**src/assert_macros.svh**
```systemverilog
// Assertion macros shared by the weighted moving average RTL.
// Needs a clock named clk and an active-low reset named rst_n in the using module.
`ifndef ASSERT_MACROS_SVH
`define ASSERT_MACROS_SVH
`ifndef SYNTHESIS
// Implication checked at every clock edge outside reset
`define WMA_ASSERT(label, prop) \
  label: assert property (@(posedge clk) disable iff (!rst_n) prop) \
    else $error("weighted_moving_average: assertion failed");
// Condition followed by a consequence in the next cycle
`define WMA_ASSERT_NEXT(label, ante, cons) \
  label: assert property (@(posedge clk) disable iff (!rst_n) (ante) |=> (cons)) \
    else $error("weighted_moving_average: assertion failed");
`else
`define WMA_ASSERT(label, prop)
`define WMA_ASSERT_NEXT(label, ante, cons)
`endif
`endif

```
**src/wma_pkg.sv**
```systemverilog
// Shared constants and types for the weighted moving average block.
// No dependencies; used by wma_div, weighted_moving_average and the testbench.
`default_nettype none
package wma_pkg;

  // Field and port widths
  localparam int PRICE_W    = 32;
  localparam int WIN_W      = 7;
  localparam int CFG_ADDR_W = 2;
  localparam int CFG_DATA_W = 32;

  // Register map
  localparam logic [CFG_ADDR_W-1:0] REG_WINDOW_ADDR = 2'd0;
  localparam logic [WIN_W-1:0]      WINDOW_RESET    = 7'd1;

  // Default depth of the price history
  localparam int MAX_WINDOW_DEF = 64;

  // Divider control and status
  typedef struct packed {
    logic start;
  } div_ctrl_t;

  typedef struct packed {
    logic busy;
    logic done;
  } div_stat_t;

endpackage
`default_nettype wire

```
**src/wma_div.sv**
```systemverilog
// Iterative restoring divider: one quotient bit per cycle.
// Depends on wma_pkg (control/status structs) and assert_macros.svh.
`default_nettype none
`include "assert_macros.svh"
module wma_div #(
  parameter int NUM_W = 44,
  parameter int DEN_W = 12
) (
  input  wire logic                  clk,
  input  wire logic                  rst_n,
  input  wire wma_pkg::div_ctrl_t    ctrl,
  input  wire logic [NUM_W-1:0]      numerator,
  input  wire logic [DEN_W-1:0]      denominator,
  output wma_pkg::div_stat_t         stat,
  output logic      [NUM_W-1:0]      quotient
);

  localparam int CNT_W = $clog2(NUM_W + 1);

  logic [NUM_W-1:0] quo_r;
  logic [DEN_W-1:0] rem_r;
  logic [DEN_W-1:0] den_r;
  logic [CNT_W-1:0] cnt_r;
  logic             busy_r;
  logic             done_r;

  logic [DEN_W:0]   shifted;
  logic [DEN_W:0]   diff;
  logic             q_bit;

  // One trial subtraction per cycle
  always_comb begin
    shifted = {rem_r, quo_r[NUM_W-1]};
    diff    = shifted - {1'b0, den_r};
    q_bit   = ~diff[DEN_W];
  end

  // Control: counter, busy and done pulse
  always_ff @(posedge clk) begin
    if (!rst_n) begin
      busy_r <= 1'b0;
      done_r <= 1'b0;
      cnt_r  <= '0;
    end else begin
      done_r <= 1'b0;
      if (ctrl.start && !busy_r) begin
        busy_r <= 1'b1;
        cnt_r  <= CNT_W'(NUM_W);
      end else if (busy_r) begin
        cnt_r <= cnt_r - CNT_W'(1);
        if (cnt_r == CNT_W'(1)) begin
          busy_r <= 1'b0;
          done_r <= 1'b1;
        end
      end
    end
  end

  // Datapath: dividend shifts out at the top, quotient bits shift in at the bottom
  always_ff @(posedge clk) begin
    if (ctrl.start && !busy_r) begin
      quo_r <= numerator;
      rem_r <= '0;
      den_r <= denominator;
    end else if (busy_r) begin
      quo_r <= {quo_r[NUM_W-2:0], q_bit};
      rem_r <= q_bit ? diff[DEN_W-1:0] : shifted[DEN_W-1:0];
    end
  end

  assign stat.busy = busy_r;
  assign stat.done = done_r;
  assign quotient  = quo_r;

  // Checks
  `WMA_ASSERT(a_div_den_nonzero, busy_r |-> (den_r != '0))
  `WMA_ASSERT_NEXT(a_div_done_pulse, done_r, !done_r && !busy_r)
  `WMA_ASSERT(a_div_cnt_live, busy_r |-> (cnt_r != '0))

endmodule
`default_nettype wire

```
**src/weighted_moving_average.sv**
```systemverilog
// Linearly weighted moving average of unsigned Q16.16 prices.
// Uses wma_pkg, wma_div and assert_macros.svh.
//
// Usage:
//   Input channel: in_valid / in_stall with in_close_price (Q16.16) and
//   in_series_start, which clears the history before taking the price.
//   Result channel: out_valid / out_stall with out_average (Q16.16,
//   truncated) and out_average_valid. One result per item, in order.
//   While fewer than N prices of a series have arrived the result is 0 with
//   out_average_valid low. N is set through the APB register at byte
//   address 0 (window_length, 0 acts as 1, values above MAX_WINDOW clamp);
//   a write also clears the history. Write it only while the block is idle.
// Timing:
//   A valid average passes through S_READ, S_UPDATE, S_START, S_DIV and
//   S_DONE after acceptance before it reaches the output register, and the
//   next item is taken only once the block is back in S_IDLE; the bit-serial
//   divider, one quotient bit per cycle, works in S_DIV. Without a valid average S_START and S_DIV are skipped.
//   in_stall is high after acceptance until the result reaches the output
//   register; a stalled result waits there while one more item is worked.
//   Reset sets N to 1 and empties the history; no clearing pass is needed.
`default_nettype none
`include "assert_macros.svh"
module weighted_moving_average #(
  parameter int MAX_WINDOW = wma_pkg::MAX_WINDOW_DEF
) (
  input  wire logic                              clk,
  input  wire logic                              rst_n,
  // input channel
  input  wire logic                              in_valid,
  output logic                                   in_stall,
  input  wire logic [wma_pkg::PRICE_W-1:0]       in_close_price,
  input  wire logic                              in_series_start,
  // result channel
  output logic                                   out_valid,
  input  wire logic                              out_stall,
  output logic      [wma_pkg::PRICE_W-1:0]       out_average,
  output logic                                   out_average_valid,
  // configuration port
  input  wire logic                              psel,
  input  wire logic                              penable,
  input  wire logic                              pwrite,
  input  wire logic [wma_pkg::CFG_ADDR_W-1:0]    paddr,
  input  wire logic [wma_pkg::CFG_DATA_W-1:0]    pwdata,
  output logic      [wma_pkg::CFG_DATA_W-1:0]    prdata,
  output logic                                   pready
);

  localparam int PRICE_W = wma_pkg::PRICE_W;
  localparam int WIN_W   = wma_pkg::WIN_W;
  localparam int NW      = $clog2(MAX_WINDOW + 1);
  localparam int PW      = (MAX_WINDOW > 1) ? $clog2(MAX_WINDOW) : 1;
  localparam int PS_W    = NW + 1;
  localparam int DV_W    = $clog2(MAX_WINDOW * (MAX_WINDOW + 1) / 2 + 1);
  localparam int SUM_W   = PRICE_W + NW;
  localparam int WSUM_W  = PRICE_W + DV_W;
  localparam int PROD_W  = PRICE_W + NW;
  localparam int TRI_W   = 2 * NW + 1;

  typedef enum logic [5:0] {
    S_IDLE   = 6'b000001,
    S_READ   = 6'b000010,
    S_UPDATE = 6'b000100,
    S_START  = 6'b001000,
    S_DIV    = 6'b010000,
    S_DONE   = 6'b100000
  } state_t;

  state_t               state_r, state_nxt;
  logic [WIN_W-1:0]     window_r;
  logic [PW-1:0]        wp_r;
  logic [NW-1:0]        seen_r;
  logic [SUM_W-1:0]     sum_r;
  logic [WSUM_W-1:0]    wsum_r;
  logic [PRICE_W-1:0]   price_r;
  logic [PROD_W-1:0]    product_r;
  logic [DV_W-1:0]      divisor_r;
  logic [PRICE_W-1:0]   rd_data_r;
  logic                 avg_valid_r;
  logic                 out_valid_r;
  logic [PRICE_W-1:0]   out_average_r;
  logic                 out_average_valid_r;
  logic [PRICE_W-1:0]   history [MAX_WINDOW];

  logic                 in_accept;
  logic                 cfg_write;
  logic                 out_free;
  logic [NW-1:0]        n_eff;
  logic [TRI_W-1:0]     tri_prod;
  logic [PS_W-1:0]      pos_raw;
  logic [PW-1:0]        rd_pos;
  logic                 full;
  logic [NW-1:0]        seen_nxt;
  logic [SUM_W-1:0]     sum_nxt;
  logic [WSUM_W-1:0]    wsum_nxt;
  logic [PW-1:0]        wp_nxt;

  wma_pkg::div_ctrl_t   div_ctrl;
  wma_pkg::div_stat_t   div_stat;
  logic [WSUM_W-1:0]    div_quo;

  // Handshakes
  assign in_accept = in_valid && !in_stall;
  assign in_stall  = (state_r != S_IDLE);
  assign out_free  = !out_valid_r || !out_stall;
  assign cfg_write = psel && penable && pwrite && pready && (paddr == wma_pkg::REG_WINDOW_ADDR);
  assign pready    = 1'b1;
  assign prdata    = (paddr == wma_pkg::REG_WINDOW_ADDR) ?
                     wma_pkg::CFG_DATA_W'(window_r) : '0;

  // Effective window: 0 acts as 1, clamp to the history depth
  always_comb begin
    if (window_r == '0) begin
      n_eff = NW'(1);
    end else if (32'(window_r) > 32'(MAX_WINDOW)) begin
      n_eff = NW'(MAX_WINDOW);
    end else begin
      n_eff = NW'(window_r);
    end
  end

  // Divisor N(N+1)/2 and the ring position of the oldest price
  always_comb begin
    tri_prod = TRI_W'(n_eff) * (TRI_W'(n_eff) + TRI_W'(1));
    pos_raw  = PS_W'(wp_r) + PS_W'(MAX_WINDOW) - PS_W'(n_eff);
    if (pos_raw >= PS_W'(MAX_WINDOW)) begin
      rd_pos = PW'(pos_raw - PS_W'(MAX_WINDOW));
    end else begin
      rd_pos = PW'(pos_raw);
    end
  end

  // Running sums update
  always_comb begin
    full     = (seen_r >= n_eff);
    seen_nxt = full ? seen_r : seen_r + NW'(1);
    sum_nxt  = sum_r + SUM_W'(price_r) - (full ? SUM_W'(rd_data_r) : SUM_W'(0));
    wsum_nxt = wsum_r - WSUM_W'(sum_r) + WSUM_W'(product_r);
    wp_nxt   = (32'(wp_r) == MAX_WINDOW - 1) ? '0 : wp_r + PW'(1);
  end

  // Sequencer
  always_comb begin
    state_nxt = state_r;
    case (state_r)
      S_IDLE:   if (in_accept) state_nxt = S_READ;
      S_READ:   state_nxt = S_UPDATE;
      S_UPDATE: state_nxt = (seen_nxt >= n_eff) ? S_START : S_DONE;
      S_START:  state_nxt = S_DIV;
      S_DIV:    if (div_stat.done) state_nxt = S_DONE;
      S_DONE:   if (out_free) state_nxt = S_IDLE;
      default:  state_nxt = S_IDLE;
    endcase
  end

  assign div_ctrl.start = (state_r == S_START);

  // Control state and series registers
  always_ff @(posedge clk) begin
    if (!rst_n) begin
      state_r  <= S_IDLE;
      window_r <= wma_pkg::WINDOW_RESET;
      wp_r     <= '0;
      seen_r   <= '0;
      sum_r    <= '0;
      wsum_r   <= '0;
    end else begin
      state_r <= state_nxt;
      if (cfg_write) begin
        window_r <= pwdata[WIN_W-1:0];
      end
      if (cfg_write || (in_accept && in_series_start)) begin
        wp_r   <= '0;
        seen_r <= '0;
        sum_r  <= '0;
        wsum_r <= '0;
      end else if (state_r == S_UPDATE) begin
        wp_r   <= wp_nxt;
        seen_r <= seen_nxt;
        sum_r  <= sum_nxt;
        wsum_r <= wsum_nxt;
      end
    end
  end

  // Per-item payload registers
  always_ff @(posedge clk) begin
    if (in_accept) begin
      price_r <= in_close_price;
    end
    if (state_r == S_READ) begin
      product_r <= PROD_W'(n_eff) * PROD_W'(price_r);
      divisor_r <= DV_W'(tri_prod >> 1);
    end
    if (state_r == S_UPDATE) begin
      avg_valid_r <= (seen_nxt >= n_eff);
    end
  end

  // Price history ring: read the oldest price, then write the new one
  always_ff @(posedge clk) begin
    if (state_r == S_READ) begin
      rd_data_r <= history[rd_pos];
    end
    if (state_r == S_UPDATE) begin
      history[wp_r] <= price_r;
    end
  end

  // Divider
  wma_div #(
    .NUM_W (WSUM_W),
    .DEN_W (DV_W)
  ) u_div (
    .clk         (clk),
    .rst_n       (rst_n),
    .ctrl        (div_ctrl),
    .numerator   (wsum_r),
    .denominator (divisor_r),
    .stat        (div_stat),
    .quotient    (div_quo)
  );

  // Output register
  always_ff @(posedge clk) begin
    if (!rst_n) begin
      out_valid_r <= 1'b0;
    end else if ((state_r == S_DONE) && out_free) begin
      out_valid_r <= 1'b1;
    end else if (!out_stall) begin
      out_valid_r <= 1'b0;
    end
  end

  always_ff @(posedge clk) begin
    if ((state_r == S_DONE) && out_free) begin
      out_average_r       <= avg_valid_r ? div_quo[PRICE_W-1:0] : '0;
      out_average_valid_r <= avg_valid_r;
    end
  end

  assign out_valid         = out_valid_r;
  assign out_average       = out_average_r;
  assign out_average_valid = out_average_valid_r;

  // Checks
  `WMA_ASSERT(a_seen_bounded, seen_r <= n_eff)
  `WMA_ASSERT(a_div_running, (state_r == S_DIV) |-> (div_stat.busy || div_stat.done))
  `WMA_ASSERT(a_invalid_zero, (out_valid_r && !out_average_valid_r) |-> (out_average_r == '0))
  `WMA_ASSERT(a_div_idle_outside, (state_r == S_IDLE) |-> !div_stat.busy)

endmodule
`default_nettype wire

```
**config.mk**
```make
export PLATFORM = sky130hd
export DESIGN_NAME = weighted_moving_average
export DESIGN_NICKNAME = d
export VERILOG_FILES = /design/src/wma_pkg.sv /design/src/wma_div.sv /design/src/weighted_moving_average.sv
export VERILOG_INCLUDE_DIRS = /design/src /design/src/src
export SDC_FILE = /design/constraint.sdc
export NUM_CORES = 2
export LEC_CHECK = 0
export BUFFER_PORTS_ARGS = -buffer_cell sky130_fd_sc_hd__buf_2
export CAP_MARGIN = 40
export CORE_MARGIN = 4
export CORE_UTILIZATION = 35
export DETAILED_ROUTE_END_ITERATION = 7
export HOLD_SLACK_MARGIN = 0.02
export PLACE_DENSITY = 0.52
export SYNTH_ARGS = -nofsm -noshare
export SYNTH_HDL_FRONTEND = slang
export SYNTH_SLANG_ARGS = --single-unit
```
**constraint.sdc**
```tcl
create_clock -name clk -period 13.61 [get_ports clk]
set_input_delay 2.722 -clock clk [delete_from_list [all_inputs] [get_ports clk]]
set_output_delay 2.722 -clock clk [all_outputs]
set_load 0.005 [all_outputs]
```
* Word level (Yosys, flattened, before mapping)
Memory sizes are Yosys's and may differ from the RTL's. A register that Yosys moved wholly into a read port is not among the register bits.
Index checks and enable logic that the tools add are counted.
** Cells by class
- Add/sub/neg operators :: 12
- Multipliers :: 2
- Order comparisons :: 4
- Equality and inequality tests :: 13
- Muxes and demuxes :: 25
- Bitwise logic cells :: 3
- Reduce and logical (&&, ||, !) cells :: 20
** Operators with widths (count)
- two-way mux 44 bit :: 2
- two-way mux 6 bit :: 8
- adder 44 x 39 -> 44 bit :: 1
- subtractor 44 x 39 -> 44 bit :: 1
- adder 39 x 32 -> 39 bit :: 1
- multiplier 7 x 32 -> 39 bit :: 1
- subtractor 39 x 32 -> 39 bit :: 1
- one-hot mux 6 bit (6 select lines) :: 1
- two-way mux 32 bit :: 1
- two-way mux 7 bit :: 4
- greater-or-equal comparator 7 bit :: 2
- multiplier 7 x 8 -> 13 bit :: 1
- subtractor 13 x 12 -> 13 bit :: 1
- == test 6 x 1 -> 1 bit (second input constant) :: 2
- == test 6 bit (second input constant) :: 2
- two-way mux 12 bit :: 1
- subtractor 6 x 1 -> 6 bit (second input constant) :: 2
- adder 6 x 7 -> 8 bit (second input constant) :: 1
- adder 7 x 1 -> 8 bit (second input constant) :: 1
- greater-or-equal comparator 8 x 7 -> 1 bit (second input constant) :: 1
- two-way mux 1 bit :: 8
- subtractor 8 x 7 -> 8 bit :: 1
- adder 7 x 1 -> 7 bit (second input constant) :: 1
- greater-than comparator 7 bit (second input constant) :: 1
- other kinds (18) :: 33
** Storage, ports and cells
- Flip-flop bits (word level) :: 303
- RAM bits :: 2048
- Input port bits :: 74
- Logic and storage cells :: 100
- Memories kept :: 1
** Memories
- history :: words 64, width 32, read ports 1, clocked after Yosys merged registers in 1, write ports 1, line weighted_moving_average.sv:82 : logic [PRICE_W-1:0] history [MAX_WINDOW];

* Depth between registers and ports, before layout
- Depth in word-level cells :: 8
- Gate-level depth with buffers :: 29
- Depth with buffers taken out :: 25

* Cells and area by module
A second synthesis with hierarchy kept.
** Unflattened totals
- Cells, all modules :: 6119
- Area total of the unflattened synthesis :: 106320.7 µm²
** By module, submodules not included
- weighted_moving_average :: instances 1, cells each 5806, area each 102438.2 µm², sequential area each 68175.4 µm²
- wma_div :: instances 1, cells each 313, area each 3882.5 µm², sequential area each 2082.0 µm²

* Worst setup path after synthesis
OpenSTA, ideal clock, no wires.
- Path type :: flip-flop to flip-flop
- Start point :: register state_r[4]
- End point :: register state_r[2]
- Setup time :: 0.106 ns
- Data arrival time :: 9.502 ns
- Required time :: 13.504 ns
- Slack :: 4.002 ns
- Cell stages (with the launch flop) :: 5
- Clock period less this slack :: 9.608 ns
- Cells stage by stage :: dfxtp_1 -> clkbuf_1 -> nor3_1 -> nor4bb_1 -> and3_1
** Between the ends
- Longest elaborated chain between the ends :: 5
- Elaborated cells between the ends (all ways) :: 14
- Classes of those cells :: 10 x eq/ne; 1 x mux; 3 x reduce/logical
** Ends and longest elaborated chain
- from (decl) :: line weighted_moving_average.sv:68 : state_t state_r, state_nxt;
- from (signal assigned) :: line weighted_moving_average.sv:167 : state_r <= state_nxt;
- inequality test 6 x 1 -> 1 bit :: line weighted_moving_average.sv:103 : assign in_stall = (state_r != S_IDLE);
- zero test 1 bit :: line weighted_moving_average.sv:102 : assign in_accept = in_valid && !in_stall;
- logical AND 1 bit :: line weighted_moving_average.sv:102
- inequality test 2 bit (no source line)
- AND reduction 3 bit (no source line)
Parallel ways exist; a longest one is shown, timed or not.
A chain may end at the register's enable or synchronous reset.

* Worst setup path after layout
- Start point :: register window_r[4]
- End point :: register product_r[37] (data pin)
** Between the ends
- Longest elaborated chain between the ends :: 4
- Elaborated cells between the ends (all ways) :: 5
- Classes of those cells :: 1 x mul; 1 x order compare; 2 x mux; 1 x reduce/logical
** Ends and longest elaborated chain
- from (decl) :: line weighted_moving_average.sv:69 : logic [WIN_W-1:0] window_r;
- from (signal assigned) :: line weighted_moving_average.sv:161 : window_r <= wma_pkg::WINDOW_RESET;
- from (signal assigned) :: line weighted_moving_average.sv:169 : window_r <= pwdata[WIN_W-1:0];
- greater-than comparator 7 bit :: line weighted_moving_average.sv:114 : end else if (32'(window_r) > 32'(MAX_WINDOW)) begin
- two-way mux 7 bit :: line weighted_moving_average.sv:114
- two-way mux 7 bit * :: line weighted_moving_average.sv:112 : if (window_r == '0) begin
- multiplier 7 x 32 -> 39 bit * :: line weighted_moving_average.sv:191 : product_r <= PROD_W'(n_eff) * PROD_W'(price_r);
- to (signal assigned) :: line weighted_moving_average.sv:191
- to (decl) :: line weighted_moving_average.sv:75 : logic [PROD_W-1:0] product_r;
Every way passes the cells marked *; elsewhere a longest branch is shown, timed or not.

==> metrics.txt <==
status finished clean; dpl ws 6.46 ns; worst slew pin tran 0.962 ns; proportion of layout cells with a drive suffix above 1 21.3%; EDFF count, synth 2253; skew final 0.104 ns; routed length per instance 25.7 microns; clock buffer depth 4; minimum clock period 7.19 ns; count of cell types in the netlist 83; Switching Share 22.9%; Clock Tree Root clkbuf_16; Switch Pwr 0.00365 W; Slew HR 35.5%; WL final 273 mm; Peak VDD IR 121 uV; die area 313000 sq um; area of the multi-input gates 33600 sq um; commonest cells in the netlist 2253 x edfxtp_1, 640 x mux4_2, 525 x inv_1; Comb power frac 7.7%; post-synth top area cell edfxtp_1; CP bufs+invs 5; Clk network pwr share 40.7%; Leak 40.8 nW; top sig layer met4; Top FF cell, synth edfxtp_1; met1 WL 122 mm; CTS Sinks 2383; Fmax 139 MHz; Setup Crit Path Kind flop to flop; met3 WL 15.0 mm; synth top area cells edfxtp_1 64%, mux4_2 14%, fa_1 4.7%; number of synthesized register bits 2383; H-tree levels 4; CTS Hold Bufs 0; PnR worst setup slack 6.42 ns; post-CTS resize count 0; Max Cap Viol 0; final setup violation count 0; DRC 0; GP Congestion 0.818; Largest delay share family, worst path adder cells; total CTS buffers 245; PD cells 132 nW/um^2; Power Internal 0.0123 W; Hold Vio Cnt, Final 0; count leader, synth edfxtp_1; Min-Delay Startpoint divisor_r[7]$_DFFE_PP_; worst min-delay path class flop to flop; Critical Path Start Type flop; Async S/R FF share, synth 0%; first-pass GRT wire length 400 mm; max incr delay on CP 0.70 ns; GRT overflow 0; Netlist Area Pre-Place 106000 sq um; CTS tree yes; CP max FO 29; crit path cell chain inv_1 -> nor2_1 -> inv_1 -> buf_4 -> nor2_1 -> fa_1 -> fa_1 -> fa_1 -> inv_1 -> fa_1 -> inv_1 -> ha_1 -> or2_2 -> o22ai_1 -> o21ai_1 -> o21ai_1 -> a31oi_2 -> a31oi_1 -> o221ai_1 -> xnor2_1; Final TNS setup 0 ns; Yosys warnings 0; nets 6964; Yosys top cell area share 63.6%; Final HPWL DP 163 mm; CP endpoint kind flop; Required @ worst endpoint 14.21 ns; final worst path period share 52.8%; worst skew pair latency 0.91 ns; via count 55.5k; post-DR vias/cell 5.23; met2 wire len 130 mm; Die X 559 microns; num rows 202; IO buf count 90; Mapped Cells 6165; Post-CTS Setup Bufs 0; CORE AREA 303000 sq um; Filler cells 27.5k; dpl cells 10.2k; sequential fraction of the synthesis area 66.1%; Critical Path AT 7.78 ns; DRT iter0 DRCs 5177; I/O pin cnt 142; Register Area 70300 sq um; Seq pwr share 51.6%; largest net degree at the start of global routing 103; synthesis-to-finish area growth 13.4%; Avg Inst Size Synth 17.3 sq um; RSZ-0062 raised after global routing no; Finished Layout Cells 10.6k; Starting Density 35.1%; slowest stage cell, crit path nor2_1; Die Ht 559 microns; DRT Pass-1 Iters 7; clock-pin slew on the worst setup and hold paths 0.06 ns; Worst setup startpoint window_r[4]$_SDFFE_PN0P_; vias in the first global route 57.8k; Routed Antenna Nets 0; initial antenna violation count 14; global-route usage over all layers 17.2%; Max Slew Vio Count 0; RR Startpoint window_r[4]$_SDFFE_PN0P_
==> cells in the final DEF (no fill, tap or decap), types with 41 or more instances in the layout <==
cell type / count
xnor2_1: 74
a211oi_1: 59
mux4_2: 640
ha_1: 207
nor2_4: 64
buf_4: 164
clkbuf_16: 246
buf_2: 104
nand3_1: 54
and2_1: 87
mux2i_1: 48
nand2_1: 263
clkinv_1: 74
nor2_1: 313
a21o_1: 81
inv_1: 524
a21oi_1: 210
mux2_2: 45
xor2_1: 53
dfxtp_1: 130
fa_1: 249
edfxtp_1: 2253
nor2b_1: 62
o21ai_0: 91
clkbuf_1: 41
==> power groups by stage <==
stage / registers [W] / logic, W / clock network (W)
2_1_floorplan: 0.00847 / 0.000673 / 0
3_5_place_dp: 0.00837 / 0.00122 / 0
6_report: 0.00822 / 0.00122 / 0.00647
4_1_cts: 0.00822 / 0.00122 / 0.00663
3_3_place_gp: 0.00837 / 0.00119 / 0
5_1_grt: 0.00821 / 0.00134 / 0.00694
==> per-layer routing <==
layer  vias up  track usage, %
li1      24131               -
met1     29497            24.7
met2      1532            28.1
met3       349            2.31
met4         0            3.68
met5         -               0
==> layout make-up <==
cell class / count / share of cell area (%)
diodes: 3 / 0.00623
flip-flops and latches: 2383 / 58.3
multi-input cells: 2983 / 27.8
inverters: 529 / 1.65
repair buffers: 290 / 1.81
clock inverters: 149 / 1.03
well taps: 3978 / 4.13
clock buffers: 292 / 5.29
==> flip-flops by register name, summed over array words and instances (netlist names) <==
name               cells
avg_valid_r            1
divisor_r             12
history             2048
out_average           32
out_average_valid      1
out_valid              1
price_r               32
product_r             39
rd_data_r             32
seen_r                 7
state_r                6
sum_r                 39
u_div.busy_r           1
u_div.cnt_r            6
u_div.den_r           12
u_div.done_r           1
u_div.quotient        44
u_div.rem_r           12
window_r               7
wp_r                   6
wsum_r                44
==> metrics by stage <==
step / utilization, % / instance area, sq um / power (W) / hold slack, ns
after floorplan: - / 106000 / 0.00915 / 0.400
final: 39.8 / 121000 / 0.0159 / 0.412
after global routing: 39.8 / 121000 / 0.0165 / 0.421
after CTS: 39.8 / 121000 / 0.0161 / 0.419
after detailed placement: 37.3 / 113000 / 0.00959 / 0.405
after global placement: 37.2 / 113000 / 0.00956 / 0.404
==> worst register-to-register path: stages (launching register included) <==
cell	delay, ns
dfxtp_1	0.44
inv_1	0.24
nor2_1	0.70
inv_1	0.21
buf_4	0.31
nor2_1	0.27
fa_1	0.44
fa_1	0.51
fa_1	0.52
inv_1	0.05
fa_1	0.49
inv_1	0.05
ha_1	0.25
or2_2	0.31
o22ai_1	0.54
o21ai_1	0.24
o21ai_1	0.35
a31oi_2	0.26
a31oi_1	0.36
o221ai_1	0.21
xnor2_1	0.16
==> kinds of logic after synthesis <==
kind of cell | share of synthesized area (%)
fa+ha+maj | 7.15
xor+xnor | 1.09
other cells | 0.00706
simple gates | 4.46
mux | 14.5
flops | 66.1
buf+inv | 3.08
compound gates | 3.68
==> path summary, 6_finish.rpt <==
path / endpoint / slack (ns) / depth (start not counted)
hold / removal: u_div.den_r[7]$_DFFE_PP_ / 0.41 / 0
hold reg to reg: u_div.den_r[7]$_DFFE_PP_ / 0.41 / 0
setup / recovery: product_r[37]$_DFFE_PP_ / 6.42 / 20
setup reg to reg: product_r[37]$_DFFE_PP_ / 6.42 / 20
Power figures use the tool's default switching activity.
